### src/rtl/coalescing_interval_set_assert.svh
// ----------------------------------------------------------------------------
// coalescing_interval_set_assert.svh
// Assertion macros for the interval set block.
// ----------------------------------------------------------------------------
`ifndef COALESCING_INTERVAL_SET_ASSERT_SVH
`define COALESCING_INTERVAL_SET_ASSERT_SVH

// Same-cycle implication, checked out of reset.
`define CIS_ASSERT_IMPL(label, ante, cons) \
    label: assert property (@(posedge aclk) disable iff (!aresetn) (ante) |-> (cons)) \
        else $error("interval set check failed");

// Next-cycle implication, checked out of reset.
`define CIS_ASSERT_NEXT(label, ante, cons) \
    label: assert property (@(posedge aclk) disable iff (!aresetn) (ante) |=> (cons)) \
        else $error("interval set check failed");

`endif

### src/rtl/cis_pkg.sv
// ----------------------------------------------------------------------------
// cis_pkg
// Shared types and codes for the coalescing interval set.
// ----------------------------------------------------------------------------
package cis_pkg;

    localparam int SEQ_W = 31;

    localparam logic CMD_ADD   = 1'b0;
    localparam logic CMD_QUERY = 1'b1;

    localparam logic [1:0] STAT_OK    = 2'd0;
    localparam logic [1:0] STAT_FULL  = 2'd1;
    localparam logic [1:0] STAT_ORDER = 2'd2;

    typedef struct packed {
        logic             valid;
        logic             hole;
        logic [SEQ_W-1:0] first;
        logic [SEQ_W-1:0] last;
    } cis_range_t;

    typedef struct packed {
        logic eval;
        logic insert;
        logic merge;
        logic shift;
    } cis_ctrl_t;

endpackage

### src/rtl/cis_cell.sv
// ----------------------------------------------------------------------------
// cis_cell
// One slot of the sorted range row: classifies, inserts, merges and shifts.
// ----------------------------------------------------------------------------
module cis_cell #(
    parameter int IDX = 0,
    parameter int IW  = 4
) (
    input  logic                      aclk,
    input  logic                      aresetn,
    input  cis_pkg::cis_ctrl_t        ctrl,
    input  logic [cis_pkg::SEQ_W-1:0] probe_first,
    input  logic [cis_pkg::SEQ_W-1:0] probe_last,
    input  logic [cis_pkg::SEQ_W-1:0] union_first,
    input  logic [cis_pkg::SEQ_W-1:0] union_last,
    input  logic [IW-1:0]             holepos,
    input  cis_pkg::cis_range_t       left_q,
    input  cis_pkg::cis_range_t       right_q,
    input  logic                      left_below,
    input  logic                      left_ovl,
    input  logic                      right_ovl,
    output cis_pkg::cis_range_t       cell_q,
    output logic                      below,
    output logic                      ovl,
    output logic                      first_ovl,
    output logic                      last_ovl,
    output logic                      hit
);

    cis_pkg::cis_range_t range_reg, range_next;
    logic below_reg, below_next;
    logic ovl_reg, ovl_next;
    logic hit_reg, hit_next;
    logic [cis_pkg::SEQ_W:0] end_inc;
    logic [cis_pkg::SEQ_W:0] probe_inc;

    assign end_inc   = {1'b0, range_reg.last} + 1'b1;
    assign probe_inc = {1'b0, probe_last} + 1'b1;

    always_comb begin
        range_next = range_reg;
        below_next = below_reg;
        ovl_next   = ovl_reg;
        hit_next   = hit_reg;
        if (ctrl.eval) begin
            below_next = range_reg.valid && (end_inc < {1'b0, probe_first});
            ovl_next   = range_reg.valid && !(end_inc < {1'b0, probe_first})
                         && ({1'b0, range_reg.first} <= probe_inc);
            hit_next   = range_reg.valid && (probe_first >= range_reg.first)
                         && (probe_first <= range_reg.last);
        end
        if (ctrl.insert && !below_reg) begin
            if (left_below) begin
                range_next = '{valid: 1'b1, hole: 1'b0, first: probe_first, last: probe_last};
            end else begin
                range_next = left_q;
            end
        end
        if (ctrl.merge && ovl_reg) begin
            if (!left_ovl) begin
                range_next = '{valid: 1'b1, hole: 1'b0, first: union_first, last: union_last};
            end else begin
                range_next.valid = 1'b0;
                range_next.hole  = 1'b1;
            end
        end
        if (ctrl.shift && (IW'(IDX) >= holepos)) begin
            range_next = right_q;
        end
    end

    always_ff @(posedge aclk) begin
        if (!aresetn) begin
            range_reg.valid <= 1'b0;
            range_reg.hole  <= 1'b0;
            below_reg       <= 1'b0;
            ovl_reg         <= 1'b0;
            hit_reg         <= 1'b0;
        end else begin
            range_reg.valid <= range_next.valid;
            range_reg.hole  <= range_next.hole;
            below_reg       <= below_next;
            ovl_reg         <= ovl_next;
            hit_reg         <= hit_next;
        end
        range_reg.first <= range_next.first;
        range_reg.last  <= range_next.last;
    end

    assign cell_q    = range_reg;
    assign below     = below_reg;
    assign ovl       = ovl_reg;
    assign first_ovl = ovl_reg && !left_ovl;
    assign last_ovl  = ovl_reg && !right_ovl;
    assign hit       = hit_reg;

endmodule

### config.mk
export PLATFORM = sky130hd
export DESIGN_NAME = cis_cell
export DESIGN_NICKNAME = d
export VERILOG_FILES = /design/src/rtl/coalescing_interval_set_assert.svh /design/src/rtl/cis_pkg.sv /design/src/rtl/cis_cell.sv
export SDC_FILE = /design/constraint.sdc
export NUM_CORES = 1
export LEC_CHECK = 0
export BUFFER_PORTS_ARGS = -buffer_cell sky130_fd_sc_hd__buf_2
export CAP_MARGIN = 10
export CORE_MARGIN = 10
export CORE_UTILIZATION = 35
export DETAILED_ROUTE_END_ITERATION = 12
export PLACE_DENSITY = 0.64
export REMOVE_ABC_BUFFERS = 1
export SYNTH_ARGS = -nofsm -noshare
export SYNTH_HDL_FRONTEND = slang
export SYNTH_SLANG_ARGS = --single-unit
### constraint.sdc
create_clock -name aclk -period 3.21 [get_ports aclk]
set_input_delay 0.4815 -clock aclk [delete_from_list [all_inputs] [get_ports aclk]]
set_output_delay 0.4815 -clock aclk [all_outputs]
set_load 0.005 [all_outputs]
==> results.md <==
Pwr:
- The part of the power in the clock network is 29.8%.
- In this run, flip-flops and latches consume 26.0% of the power.
- The total power consumption of the routed design is 4.312 mW.
- In this run the static leakage power is 5.580 nW.
- The power density over cell area is 390.1 nW/µm².
- Per report_power, the combinational group accounts for 44.2% of the total.
- The switching share of power is 36.26%.
- The maximum vdd drop is 0.0002372 V.
- The internal power of the cells totals 2.749 mW.
- The power dissipated by switching net loads is 1.564 mW.

Setup path:
- The worst setup path is launched from a register.
- The setup check on the worst reg-to-reg path leaves a slack of 0.03 ns.
- STA puts the critical path data arrival time at 3.41 ns.
- The sort of element at the end of the critical path is a register.
- The endpoint of the lowest-slack register-to-register path is below.
- The most critical setup path has its startpoint at cell_q[0].
- The type of the setup path with the least slack is register to register.
- The highest fanout seen on the critical path is 4.
- The length in cells of the worst reg-to-reg path is 15.
- The required time of the critical path is 3.44 ns.
- The worst reg2reg path startpoint is cell_q[0].

Final layout:
- The area occupied by registers is 1351 µm².
- In the final design database the tool counted 1,839 nets.
- The commonest non-fill, non-tap cell in the layout is buf_2.
- The register with the most flip-flops in the layout has 64 of them.
- Leaving out fill and tap cells, the most frequent cells in the layout are buf_2, ha_1, nand2_1.
- In the final layout, the multi-input gates occupy 6232 µm².
- Relative to the synthesized area, the layout overhead comes to 39.39%.
- The final instance count without filler cells is 1,740.
- The number of inserted filler cells in the final layout is 2,257.
- The post-route netlist has 33.79% of its cells at a drive strength greater than 1.

Clock tree:
- Clock-pin slew was measured on the worst setup and hold paths at 0.06 ns.
- The number of buffers added by the clock tree synthesis step is 9.
- The clock passes through at most 2 buffers.
- In this run the clock root is driven by a clkbuf_16.
- TritonCTS built the clock tree.
- At the later pin of the worst-skew pair, clock insertion delay measures 0.35 ns.
- For this design, the sink count on the clock tree is 67.
- The deepest level of the CTS H-tree is 3.

STA:
- The number of max-slew violations in the final report is 0.
- The timing-limited maximum frequency is 0.3142 GHz.
- Setup repair after global routing could not meet its margin everywhere.
- Setup violations remaining at the end of the flow were counted as 0.
- The transition time at the pin with the least slew margin is 0.7135 ns.
- The number of endpoints with negative hold slack in the final report is 0.
- The final worst hold slack is 0.3300 ns.
- The time the worst path needs with I/O delays and setup is 3.182 ns.
- The normalized max-slew margin is 52.43%.
- The largest clock skew in the final design is 0.01215 ns.
- The post-route fraction of the period consumed by the critical path is 99.14%.

Detailed routing:
- The first detailed-routing pass ran for 5 iterations.
- The vias after detailed routing is 8,988.
- For this run, design rule violations remaining after detail routing come to 0.
- The average wire per cell in the routed design is 18.28 µm.
- The detailed router finished its first iteration with 491 violations.
- The mean number of vias per cell is 5.166.
- The final layout contains routed wiring with a total length of 31,800 µm.
- The count of antenna-violating nets left after detailed routing is 0.

Floorplan:
- The initial core utilization is 35.35%.
- The core region is 22,430 µm².
- The top-level I/O count is 334.
- The die is 170.5 µm wide.
- The floorplan die height is 170.5 µm.
- The overall die area is 29,080 µm².
- The floorplan has 55 rows.

Global routing:
- The via count of the first global-routing pass is 9,173.
- The global-route usage over all layers is 21.03%.
- The initial antenna violation count is 5.
- In the global route stage, met2 resource usage came out at 36.73%.
- The met1 layer usage reported by global route is 24.77%.
- The layer flagged by global routing as most heavily used is met2.
- The global-route met3 utilization is 5.945%.
- Global routing finished with a remaining overflow of 0.
- The largest net degree at the start of global routing is 73.
- The first global-routing pass estimated 48,820 µm of wire.

Yosys:
- After synthesis, the largest area contributor takes up 19.88% of total cell area.
- Dividing the synthesized area by the synthesized cell count gives 7.433 µm².
- The count of unique library cells instantiated by Yosys is 53.
- The post-synthesis instance area is 7931 µm².
- In this run, synthesis produced a sequential element count of 67.
- After synthesis, the cell types taking the most area are ha_1, dfxtp_1, mux2i_1.
- The synthesized design spends more area on one cell type than any other, namely ha_1.
- The count of flip-flops with a built-in enable after synthesis is 0.
- The most used flip-flop cell after synthesis is dfxtp_1.
- The synthesized netlist cell count is 1,067.
- The fraction of registers with async set or reset after synthesis is 0%.
- The sequential element share of the synthesized area is 16.91%.
- Yosys printed 0 warnings.

Run status:
- The run finished with clean final reports.

Placed design:
- Summed over all nets, the half-perimeter wirelength after detailed placement is 26,660 µm.
- The number of port buffers is 333.
- The routability congestion estimate from global placement is 0.9161.
- In this run, placement finished with an instance count of 1,716.

Job:
- Max-cap violations in this run came to 0.

Hold path:
- The worst hold path endpoint is cell_q[45].
- The hold path startpoint is right_q[45].
- The tightest min-delay check is of the input pin to register type.
- The count of cells along the worst hold path is 3.
## repair_timing
action,in CTS,in global routing
endpoints found under the setup margin,2,2
resized for setup,12,38
hold buffers,0,0
setup buffers,0,6
pin swaps,3,27
## final cells by class
class / instances / area share (%)
Antenna cell: 2 / 0.04527
Multi-Input combinational cell: 853 / 56.37
Clock inverter: 6 / 1.234
Sequential cell: 67 / 12.22
Timing Repair Buffer: 420 / 21.45
Clock buffer: 10 / 2.162
Tap cell: 285 / 3.225
Inverter: 97 / 3.293
## power by group through the flow
| stage | clock network, mW | logic [mW] | registers (mW) |
|---|---|---|---|
| 4_1_cts | 1.32 | 1.85 | 1.12 |
| 5_1_grt | 1.36 | 2.16 | 1.14 |
| 6_report | 1.29 | 1.90 | 1.12 |
| 3_5_place_dp | 0 | 1.82 | 1.13 |
| 3_3_place_gp | 0 | 1.79 | 1.13 |
| 2_1_floorplan | 0 | 0.985 | 1.13 |
## cell usage after synthesis, drive strengths merged, types with 12 or more instances
cell type,count
xnor2,36
buf,14
a211oi,67
nand4,30
nor2,88
inv,97
mux2i,62
nor3,12
clkbuf,36
nand3,31
ha,126
a21o,29
a21oi,99
nand2,101
o21ai,79
dfxtp,67
xor2,22
## metrics by stage
step	util (%)	cell area [µm²]	TNS [ns]	setup slack, ns
floorplan	-	7734	-126.72	-2.037
global placement	46.44	10420	-0.4270	-0.2348
detailed placement	46.44	10420	-0.5568	-0.2816
CTS	48.35	10850	0	0.02393
global route	49.26	11050	-0.1606	-0.09383
finish	49.28	11060	0	0.02768
## cells by family (layout without fill, tap and decap cells)
group	Yosys count	count (layout)	share of synthesized area [%]
simple gates	306	306	18.73
compound gates	301	301	23.17
buf+inv	147	533	7.083
fa+ha+maj	126	126	19.88
flops	67	67	16.91
mux	62	62	7.825
xor+xnor	58	58	6.405
other cells	0	2	0
## critical path, stage by stage, from the launching register on
cell       delay (ns)
dfxtp_2          0.36
ha_4             0.13
and3_4           0.21
nand3_4          0.07
or3_4            0.36
nor3_4           0.21
nand3_2          0.16
nor2_2           0.13
xnor2_1          0.09
ha_1             0.32
nand3_2          0.10
nor2_4           0.16
nand3_4          0.11
a2111oi_4        0.34
nor3_4           0.09
a32o_1           0.22
## routing by layer
metal / wire length [µm] / vias up
met5: 29 / -
met4: 521 / 6
met3: 2349 / 37
met2: 15550 / 278
met1: 13350 / 4076
li1: - / 4591
## how the worst max path moves through the flow
stage | end | slack, ns | depth (start not counted)
after global placement | ovl | -0.23 | 16
after global routing | below | -0.09 | 15
final | below | 0.03 | 15
after detailed placement | ovl | -0.28 | 15
after floorplan | cell_q[0] | -2.04 | 4
after CTS | ovl | 0.02 | 15
(Power assumes the default switching activity.)
